**config.mk**
```make
export PLATFORM = sky130hd
export DESIGN_NAME = intra_pred_4x4_luma_core_flat
export DESIGN_NICKNAME = d
export VERILOG_FILES = /design/src/rtl/ip4_pkg.sv /design/src/rtl/ip4_if.sv /design/src/rtl/ip4_dc.sv /design/src/rtl/ip4_lane.sv /design/src/rtl/ip4_row_out.sv /design/src/rtl/intra_pred_4x4_luma_core.sv /design/src/flat_wrapper.sv
export SDC_FILE = /design/constraint.sdc
export NUM_CORES = 1
export LEC_CHECK = 0
export ABC_AREA = 1
export BUFFER_PORTS_ARGS = -buffer_cell sky130_fd_sc_hd__buf_2
export CAP_MARGIN = 20
export CELL_PAD_IN_SITES_DETAIL_PLACEMENT = 0
export CELL_PAD_IN_SITES_GLOBAL_PLACEMENT = 1
export CORE_MARGIN = 2
export CORE_UTILIZATION = 40
export CTS_BUF_LIST = sky130_fd_sc_hd__clkbuf_4 sky130_fd_sc_hd__clkbuf_8
export CTS_CLUSTER_SIZE = 12
export DETAILED_ROUTE_END_ITERATION = 12
export PLACE_DENSITY = 0.84
export SLEW_MARGIN = 20
export SYNTH_ARGS = -nofsm -noshare
export SYNTH_HDL_FRONTEND = slang
export SYNTH_SLANG_ARGS = --single-unit
export TNS_END_PERCENT = 10
```
**constraint.sdc**
```tcl
create_clock -name clk -period 8.1 [get_ports clk]
set_input_delay 1.215 -clock clk [delete_from_list [all_inputs] [get_ports clk]]
set_output_delay 1.215 -clock clk [all_outputs]
set_load 0.005 [all_outputs]
```
**src/rtl/ip4_pkg.sv**
```systemverilog
// Package for the 4x4 intra luma predictor: mode codes, edge layout,
// filter selection codes and the control struct between core and output stage.
// No dependencies.
package ip4_pkg;

	// Pixel depth of the stream; pixel lanes on the ports stay one byte wide.
	localparam int PIXEL_BITS = 8;
	localparam int PIX_W      = 8;

	// Flat mid-grey value, saturated to what a byte lane can carry.
	localparam int GREY_FULL = 1 << (PIXEL_BITS - 1);
	localparam logic [PIX_W-1:0] GREY_VALUE =
		(GREY_FULL > 255) ? 8'hFF : PIX_W'(GREY_FULL);

	// Prediction modes as carried in the request.
	typedef enum logic [3:0] {
		MODE_V     = 4'd0,
		MODE_H     = 4'd1,
		MODE_DC    = 4'd2,
		MODE_DDL   = 4'd3,
		MODE_DDR   = 4'd4,
		MODE_VR    = 4'd5,
		MODE_HD    = 4'd6,
		MODE_VL    = 4'd7,
		MODE_HU    = 4'd8,
		MODE_DCL   = 4'd9,
		MODE_DCT   = 4'd10,
		MODE_DC128 = 4'd11
	} mode_t;

	// What a lane does with the edge pixels around its selected position.
	typedef enum logic [1:0] {
		KIND_COPY = 2'd0,
		KIND_F1   = 2'd1,
		KIND_F2   = 2'd2,
		KIND_DC   = 2'd3
	} kind_t;

	// Edge layout: l3 l3 l2 l1 l0 lt t0..t7 t7 t7. The end pixels are
	// repeated so that a filter reaching past an edge picks them up again.
	typedef logic [15:0][PIX_W-1:0] edge_t;
	localparam logic [3:0] E_L0 = 4'd4;
	localparam logic [3:0] E_LT = 4'd5;
	localparam logic [3:0] E_T0 = 4'd6;

	localparam logic [1:0] LAST_ROW = 2'd3;

	// Load command from the core to the output stage.
	typedef struct packed {
		logic       load;
		logic [1:0] row;
		logic       last;
	} row_ctl_t;

endpackage

```
**src/rtl/ip4_if.sv**
```systemverilog
// Channel interfaces of the 4x4 intra luma predictor: request and row result.
// Depends on nothing; widths are fixed by the channel definitions.
interface ip4_req_if;
	logic        valid;
	logic        ready;
	logic [3:0]  func;
	logic [7:0]  corner_pixel;
	logic [31:0] left_pixels;
	logic [31:0] top_pixels;
	logic [31:0] top_right_pixels;

	modport source (output valid, func, corner_pixel, left_pixels, top_pixels,
		top_right_pixels, input ready);
	modport sink (input valid, func, corner_pixel, left_pixels, top_pixels,
		top_right_pixels, output ready);
endinterface

interface ip4_row_if;
	logic        valid;
	logic        ready;
	logic [1:0]  row_index;
	logic [31:0] row_pixels;
	logic        last_row;

	modport source (output valid, row_index, row_pixels, last_row, input ready);
	modport sink (input valid, row_index, row_pixels, last_row, output ready);
endinterface

```
**src/rtl/ip4_dc.sv**
```systemverilog
// DC value of a request: mean of left and top, of left only, of top only,
// or flat mid-grey. Depends on ip4_pkg.
module ip4_dc
	import ip4_pkg::*;
(
	input  mode_t             mode,
	input  logic [31:0]       left_pixels,
	input  logic [31:0]       top_pixels,
	output logic [PIX_W-1:0]  dc
);

	logic [9:0]  sum_l;
	logic [9:0]  sum_t;
	logic [10:0] sum_all;
	logic [9:0]  rnd_l;
	logic [9:0]  rnd_t;

	// Edge sums, each four bytes wide enough for the rounding term.
	always_comb begin
		sum_l = 10'(left_pixels[7:0]) + 10'(left_pixels[15:8])
			+ 10'(left_pixels[23:16]) + 10'(left_pixels[31:24]);
		sum_t = 10'(top_pixels[7:0]) + 10'(top_pixels[15:8])
			+ 10'(top_pixels[23:16]) + 10'(top_pixels[31:24]);
		sum_all = 11'(sum_l) + 11'(sum_t) + 11'd4;
		rnd_l = sum_l + 10'd2;
		rnd_t = sum_t + 10'd2;
	end

	// Pick the mean that the mode asks for.
	always_comb begin
		unique case (mode)
			MODE_DCL:   dc = rnd_l[9:2];
			MODE_DCT:   dc = rnd_t[9:2];
			MODE_DC128: dc = GREY_VALUE;
			default:    dc = sum_all[10:3];
		endcase
	end

endmodule

```
**src/rtl/ip4_lane.sv**
```systemverilog
// One pixel lane: maps row, column and mode to a filter over the edge
// and evaluates it. Depends on ip4_pkg.
module ip4_lane
	import ip4_pkg::*;
(
	input  mode_t             mode,
	input  edge_t             edges,
	input  logic [PIX_W-1:0]  dc,
	input  logic [1:0]        row,
	input  logic [1:0]        col,
	output logic [PIX_W-1:0]  pixel
);

	logic [3:0] y;
	logic [3:0] x;
	logic [3:0] zhu;
	kind_t      kind;
	logic [3:0] ctr;
	logic [PIX_W-1:0] pa;
	logic [PIX_W-1:0] pb;
	logic [PIX_W-1:0] pc;
	logic [8:0] f1;
	logic [9:0] f2;

	assign y   = {2'b00, row};
	assign x   = {2'b00, col};
	assign zhu = x + {y[2:0], 1'b0};

	// Position decoder: which filter and which edge position this pixel uses.
	always_comb begin
		kind = KIND_COPY;
		ctr  = E_T0;
		unique case (mode)
			MODE_V: begin
				ctr = E_T0 + x;
			end
			MODE_H: begin
				ctr = E_L0 - y;
			end
			MODE_DDL: begin
				kind = KIND_F2;
				ctr  = E_T0 + 4'd1 + x + y;
			end
			MODE_DDR: begin
				kind = KIND_F2;
				ctr  = E_LT + x - y;
			end
			MODE_VR: begin
				if (col == 2'd0 && row == 2'd2) begin
					kind = KIND_F2;
					ctr  = E_L0;
				end else if (col == 2'd0 && row == 2'd3) begin
					kind = KIND_F2;
					ctr  = E_L0 - 4'd1;
				end else begin
					kind = row[0] ? KIND_F2 : KIND_F1;
					ctr  = E_LT + x - (y >> 1);
				end
			end
			MODE_HD: begin
				if (row == 2'd0 && col == 2'd2) begin
					kind = KIND_F2;
					ctr  = E_T0;
				end else if (row == 2'd0 && col == 2'd3) begin
					kind = KIND_F2;
					ctr  = E_T0 + 4'd1;
				end else if (col[0]) begin
					kind = KIND_F2;
					ctr  = E_LT - y + (x >> 1);
				end else begin
					kind = KIND_F1;
					ctr  = E_L0 - y + (x >> 1);
				end
			end
			MODE_VL: begin
				kind = row[0] ? KIND_F2 : KIND_F1;
				ctr  = E_T0 + {3'b000, row[0]} + x + (y >> 1);
			end
			MODE_HU: begin
				if (zhu > 4'd5) begin
					kind = KIND_COPY;
					ctr  = 4'd1;
				end else begin
					kind = zhu[0] ? KIND_F2 : KIND_F1;
					ctr  = E_L0 - 4'd1 - (zhu >> 1);
				end
			end
			default: begin
				kind = KIND_DC;
			end
		endcase
	end

	// Neighbor taps around the selected position and the two rounding filters.
	always_comb begin
		pa = edges[ctr - 4'd1];
		pb = edges[ctr];
		pc = edges[ctr + 4'd1];
		f1 = 9'(pb) + 9'(pc) + 9'd1;
		f2 = 10'(pa) + {1'b0, pb, 1'b0} + 10'(pc) + 10'd2;
	end

	always_comb begin
		case (kind)
			KIND_F1: pixel = f1[8:1];
			KIND_F2: pixel = f2[9:2];
			KIND_DC: pixel = dc;
			default: pixel = pb;
		endcase
	end

endmodule

```
**src/rtl/ip4_row_out.sv**
```systemverilog
// Output stage: merges the four lane pixels into one row and holds it
// in a register until the receiver takes it. Depends on ip4_pkg, ip4_if.
module ip4_row_out
	import ip4_pkg::*;
(
	input  logic                   clk,
	input  logic                   arst_n,
	input  row_ctl_t               ctl,
	input  logic [3:0][PIX_W-1:0]  pixels,
	output logic                   free,
	ip4_row_if.source              rsp
);

	logic        valid_q;
	logic [1:0]  row_q;
	logic        last_q;
	logic [31:0] data_q;

	// The register can take a new row when empty or emptied in this cycle.
	assign free = !valid_q || rsp.ready;

	always_ff @(posedge clk or negedge arst_n) begin
		if (!arst_n) begin
			valid_q <= 1'b0;
		end else if (ctl.load) begin
			valid_q <= 1'b1;
		end else if (rsp.ready) begin
			valid_q <= 1'b0;
		end
	end

	// Row payload, packed with column 0 in the lowest byte.
	always_ff @(posedge clk) begin
		if (ctl.load) begin
			row_q  <= ctl.row;
			last_q <= ctl.last;
			data_q <= pixels;
		end
	end

	assign rsp.valid      = valid_q;
	assign rsp.row_index  = row_q;
	assign rsp.last_row   = last_q;
	assign rsp.row_pixels = data_q;

endmodule

```
**src/rtl/intra_pred_4x4_luma_core.sv**
```systemverilog
// H.264 4x4 intra luma predictor, top level.
//
// Channel req carries one block request: mode, corner pixel, left column,
// top row and top-right row. Channel rsp returns the prediction as four
// transfers, rows 0 to 3, with last_row set on row 3. Requests with a mode
// code of 12 or above are taken and produce no rows.
//
// A request is registered together with its DC value. Four pixel lanes then
// compute one row per cycle from the stored edge while the output stage is
// free, and the output stage packs the row into its register. Row 0 is shown
// once the request register and then the output register are loaded; rows
// follow one per cycle while rsp.ready is high. The next request is taken in
// the cycle its predecessor's last row moves into the output register.
//
// Reset clears the request and output valid flags and the row counter.
// When the receiver stalls, the shown row holds, the stored request waits,
// and req.ready stays low until the last row of the block moves on.
module intra_pred_4x4_luma_core
	import ip4_pkg::*;
(
	input  logic       clk,
	input  logic       arst_n,
	ip4_req_if.sink    req,
	ip4_row_if.source  rsp
);

	logic                   busy_q;
	logic [1:0]             row_q;
	mode_t                  mode_q;
	edge_t                  edge_q;
	logic [PIX_W-1:0]       dc_q;
	logic [PIX_W-1:0]       dc_in;
	edge_t                  edge_in;
	logic                   out_free;
	logic                   advance;
	logic                   last_adv;
	logic                   accept;
	logic                   mode_ok;
	row_ctl_t               ctl;
	logic [3:0][PIX_W-1:0]  pixels;

	// Handshake: a stored block moves one row per cycle into a free output stage.
	assign advance  = busy_q && out_free;
	assign last_adv = advance && (row_q == LAST_ROW);
	assign req.ready = !busy_q || last_adv;
	assign accept   = req.valid && req.ready;
	assign mode_ok  = (req.func <= MODE_DC128);

	// Edge array with the end pixels repeated beyond each end.
	always_comb begin
		edge_in[0]  = req.left_pixels[31:24];
		edge_in[1]  = req.left_pixels[31:24];
		edge_in[2]  = req.left_pixels[23:16];
		edge_in[3]  = req.left_pixels[15:8];
		edge_in[4]  = req.left_pixels[7:0];
		edge_in[5]  = req.corner_pixel;
		edge_in[6]  = req.top_pixels[7:0];
		edge_in[7]  = req.top_pixels[15:8];
		edge_in[8]  = req.top_pixels[23:16];
		edge_in[9]  = req.top_pixels[31:24];
		edge_in[10] = req.top_right_pixels[7:0];
		edge_in[11] = req.top_right_pixels[15:8];
		edge_in[12] = req.top_right_pixels[23:16];
		edge_in[13] = req.top_right_pixels[31:24];
		edge_in[14] = req.top_right_pixels[31:24];
		edge_in[15] = req.top_right_pixels[31:24];
	end

	ip4_dc u_dc (
		.mode        (mode_t'(req.func)),
		.left_pixels (req.left_pixels),
		.top_pixels  (req.top_pixels),
		.dc          (dc_in)
	);

	// Block control: valid flag and row counter of the stored request.
	always_ff @(posedge clk or negedge arst_n) begin
		if (!arst_n) begin
			busy_q <= 1'b0;
			row_q  <= 2'd0;
		end else if (accept) begin
			busy_q <= mode_ok;
			row_q  <= 2'd0;
		end else if (advance) begin
			if (row_q == LAST_ROW) begin
				busy_q <= 1'b0;
			end else begin
				row_q <= row_q + 2'd1;
			end
		end
	end

	// Stored request payload.
	always_ff @(posedge clk) begin
		if (accept) begin
			mode_q <= mode_t'(req.func);
			edge_q <= edge_in;
			dc_q   <= dc_in;
		end
	end

	// Four lanes, one per column of the current row.
	for (genvar g = 0; g < 4; g++) begin : g_lane
		ip4_lane u_lane (
			.mode  (mode_q),
			.edges (edge_q),
			.dc    (dc_q),
			.row   (row_q),
			.col   (2'(g)),
			.pixel (pixels[g])
		);
	end

	assign ctl.load = advance;
	assign ctl.row  = row_q;
	assign ctl.last = (row_q == LAST_ROW);

	ip4_row_out u_row_out (
		.clk    (clk),
		.arst_n (arst_n),
		.ctl    (ctl),
		.pixels (pixels),
		.free   (out_free),
		.rsp    (rsp)
	);

endmodule

```
**src/flat_wrapper.sv**
```systemverilog
// flat-port wrapper written by rule: the top's interface ports become plain ports
module intra_pred_4x4_luma_core_flat import ip4_pkg::*;
  (clk, arst_n, req_valid, req_func, req_corner_pixel, req_left_pixels, req_top_pixels, req_top_right_pixels, req_ready, rsp_valid, rsp_row_index, rsp_row_pixels, rsp_last_row, rsp_ready);
  ip4_req_if req_i ();
  ip4_row_if rsp_i ();
  input  logic clk;
  input  logic arst_n;
  input wire logic [$bits(req_i.valid)-1:0] req_valid;
  input wire logic [$bits(req_i.func)-1:0] req_func;
  input wire logic [$bits(req_i.corner_pixel)-1:0] req_corner_pixel;
  input wire logic [$bits(req_i.left_pixels)-1:0] req_left_pixels;
  input wire logic [$bits(req_i.top_pixels)-1:0] req_top_pixels;
  input wire logic [$bits(req_i.top_right_pixels)-1:0] req_top_right_pixels;
  output wire logic [$bits(req_i.ready)-1:0] req_ready;
  output wire logic [$bits(rsp_i.valid)-1:0] rsp_valid;
  output wire logic [$bits(rsp_i.row_index)-1:0] rsp_row_index;
  output wire logic [$bits(rsp_i.row_pixels)-1:0] rsp_row_pixels;
  output wire logic [$bits(rsp_i.last_row)-1:0] rsp_last_row;
  input wire logic [$bits(rsp_i.ready)-1:0] rsp_ready;
  assign req_i.valid = req_valid;
  assign req_i.func = req_func;
  assign req_i.corner_pixel = req_corner_pixel;
  assign req_i.left_pixels = req_left_pixels;
  assign req_i.top_pixels = req_top_pixels;
  assign req_i.top_right_pixels = req_top_right_pixels;
  assign req_ready = req_i.ready;
  assign rsp_valid = rsp_i.valid;
  assign rsp_row_index = rsp_i.row_index;
  assign rsp_row_pixels = rsp_i.row_pixels;
  assign rsp_last_row = rsp_i.last_row;
  assign rsp_i.ready = rsp_ready;
  intra_pred_4x4_luma_core u_core (.clk(clk), .arst_n(arst_n), .req(req_i), .rsp(rsp_i));
endmodule
```
==> run metrics <==
Finished Layout Cells=between 4000 and 5000; crit-path most repeated cell=nand3_1; outcome=completed; Final Critical Period=6830 ps; Worst-path clk slew=110 ps; CP startpoint kind=flop; Cell Area, Synth=0.0226 sq mm; placed insts=about 4400; via count=26200; period utilisation layout=84.3%; CP max FO=45; # clock sinks=roughly 160; core footprint=0.0562 sq mm; Slew @ Worst Pin=a little over 1000 ps; root buffer selected by CTS=clkbuf_8; Die Ht=~240 um; total gr overflow=0; H-tree levels=4; cts hold-fix bufs=0; Mapped Nets=just under 4000; CP Capture Type=flop; largest stage delay on the critical path=630 ps; vias per inst=5.94; EDFF count, synth=151; RSZ-0062 raised after global routing=no; cts bufs inserted=17; Final ANT Viol Nets=0; slowest cell on the critical path=dfrtp_1; port bufs=148; dpl hpwl=between 80 and 90 mm; Post-synth ARST share=approximately 2.6%; Max Slew Vio Count=0; Data arrival, critical path=about 7200 ps; final setup TNS=0 ps; syn avg cell area=6.25 sq um; global placer's final weighted congestion=about 1; row count=87; synthesized instance count=approximately 3600; Starting Density=40.3%; Horiz. Die Dim=242 um; 1st-iter DRT viols=roughly 4000; Max Fclk=0.146 GHz; initial antenna violation count=4; path type of the worst setup path=reg -> reg; Final Skew=16.3 ps; Cell variety after synth=59; Top FF cell, synth=edfxtp_1; gr usage total=34.4%; DR pass1 iterations=7; Crit path buffers/inverters=6; CTS tree=built; cts repair resizes=0; crit-path cells=clkinv_1 -> ha_1 -> inv_1 -> nand3_1 -> nand2_1 -> nor2_2 -> nand3_4 -> inv_1 -> ha_1 -> inv_2 -> buf_4 -> o21ai_0 -> nand3_1 -> o21ai_1 -> fa_1 -> inv_1 -> ha_1 -> a21oi_1 -> o21ai_0 -> a21oi_1 -> nand3_1 -> nand3_1 -> nand4_1; Seq/Total Area, Yosys=20.5%; Tightest Hold Check Type=in -> async; nets@finish=3932; number of global-route vias before repair=~24000; die area=0.0585 sq mm; Layout Utilization=between 40% and 50%; Worst-Skew Late Latency=590 ps; Req. time, crit path=between 8000 and 9000 ps; Hold Vio Cnt, Final=0; DRC Markers=0; first-pass GRT wire length=151 mm; Synth Warn #=0; WL/cell=roughly 23 um; Rel. slew slack=30.0%; final setup vio count=0; layout cells sized above 1=8.30%; Synth Register Bits=155; Area Overhead vs Synth=7.20%; post-CTS setup buffer count=0; Routed WL=103 mm; max_cap viols=0; largest net degree at the start of global routing=146; I/O Pins=149; delay-heaviest family, CP=buffers and inverters; CTS Buffer Depth=2
-- cells by family (layout without fill, tap and decap cells) --
family	after synthesis	count (layout)	synth area share [%]
AND/OR/NAND/NOR	1506	1506	28.0
buffers and inverters	661	690	11.8
flip-flops	155	155	20.5
AO/OA/AOI/OAI	1082	1082	26.3
XOR/XNOR	32	32	1.37
multiplexers	4	4	0.182
other	0	2	0
adder cells (fa/ha/maj)	182	182	11.8
-- layout by cell type (no fill, tap or decap), drive strengths merged, types with 4 or more instances in the layout --
cell type | synthesis | layout
o31ai | 7 | 7
edfxtp | 151 | 151
o21ai | 593 | 593
dfrtp | 4 | 4
xnor2 | 7 | 7
a21boi | 6 | 6
inv | 453 | 461
a21oi | 277 | 277
nand4 | 35 | 35
ha | 128 | 128
nand2 | 919 | 919
or2 | 10 | 10
nand3 | 302 | 302
clkbuf | 105 | 17
buf | 94 | 196
nor3 | 18 | 18
xor2 | 25 | 25
o22ai | 20 | 20
o32ai | 5 | 5
a211oi | 13 | 13
o211ai | 89 | 89
a31o | 7 | 7
nor2 | 214 | 214
o2111ai | 8 | 8
o221ai | 10 | 10
clkinv | 9 | 13
o21bai | 12 | 12
fa | 54 | 54
a31oi | 20 | 20
-- metrics by stage --
step                      instance area [sq um]  hold WS [ps]  setup slack, ps
after floorplan                           22600           433             1270
final                                     24300           412             1270
after detailed placement                  23800           483             1440
after global routing                      24300           411              847
after CTS                                 24300           377             1430
after global placement                    23800           481             1400
-- flip-flops by register name (all words and copies together), names as in the netlist, 2 cells and up --
signal	cells
u_core.u_row_out.rsp.row_pixels	32
u_core.mode_q	4
u_core.edge_q	104
u_core.row_q	2
u_core.dc_q	8
u_core.u_row_out.rsp.row_index	2
-- cells in the mapped netlist (all sizes together), types with 9 or more instances --
library cell | instances | area [sq um]
nand2 | 919 | 3510
nand3 | 302 | 1550
xor2 | 25 | 249
o22ai | 20 | 125
clkinv | 9 | 33.8
inv | 453 | 1700
a31oi | 20 | 125
nand4 | 35 | 219
o21bai | 12 | 90.1
edfxtp | 151 | 4530
clkbuf | 105 | 394
o21ai | 593 | 2970
a21oi | 277 | 1390
buf | 94 | 543
a211oi | 13 | 97.6
o221ai | 10 | 87.6
fa | 54 | 1080
nor3 | 18 | 90.1
or2 | 10 | 62.6
nor2 | 214 | 863
ha | 128 | 1600
o211ai | 89 | 668
-- cell type report --
class	instances	area, sq um
clock inverters	15	200
repair buffers	196	1140
fillers	6097	31900
multi-input cells	2806	15400
clock buffers	17	234
diodes	2	5.00
flip-flops and latches	155	4630
well taps	756	946
inverters	462	1730
-- worst paths after layout --
path | from | endpoint | slack (ps) | cells after the start
max | u_core.row_q[0] | u_core.u_row_out.rsp.row_pixels[30] | 1270 | 23
min | arst_n | u_core.row_q[0] | 410 | 1
max reg2reg | u_core.row_q[0] | u_core.u_row_out.rsp.row_pixels[30] | 1270 | 23
min reg2reg | u_core.busy_q | u_core.u_row_out.rsp.valid | 510 | 2
max in group asynchronous | arst_n | u_core.row_q[1] | 7570 | 1
min in group clk | u_core.busy_q | u_core.u_row_out.rsp.valid | 510 | 2
-- routing by layer --
| metal | up-vias | part of all wire, % | GRT usage [%] |
|---|---|---|---|
| met5 | - | 0.0078 | 0 |
| met4 | 2 | 6.1 | 18.2 |
| met3 | 338 | 11 | 7.47 |
| met2 | 1545 | 43 | 52.8 |
| met1 | 12000 | 40 | 45.2 |
| li1 | 12300 | - | - |
Power is not shown: default switching activity piles up to over one toggle a cycle in this logic, so the estimate is an artifact.
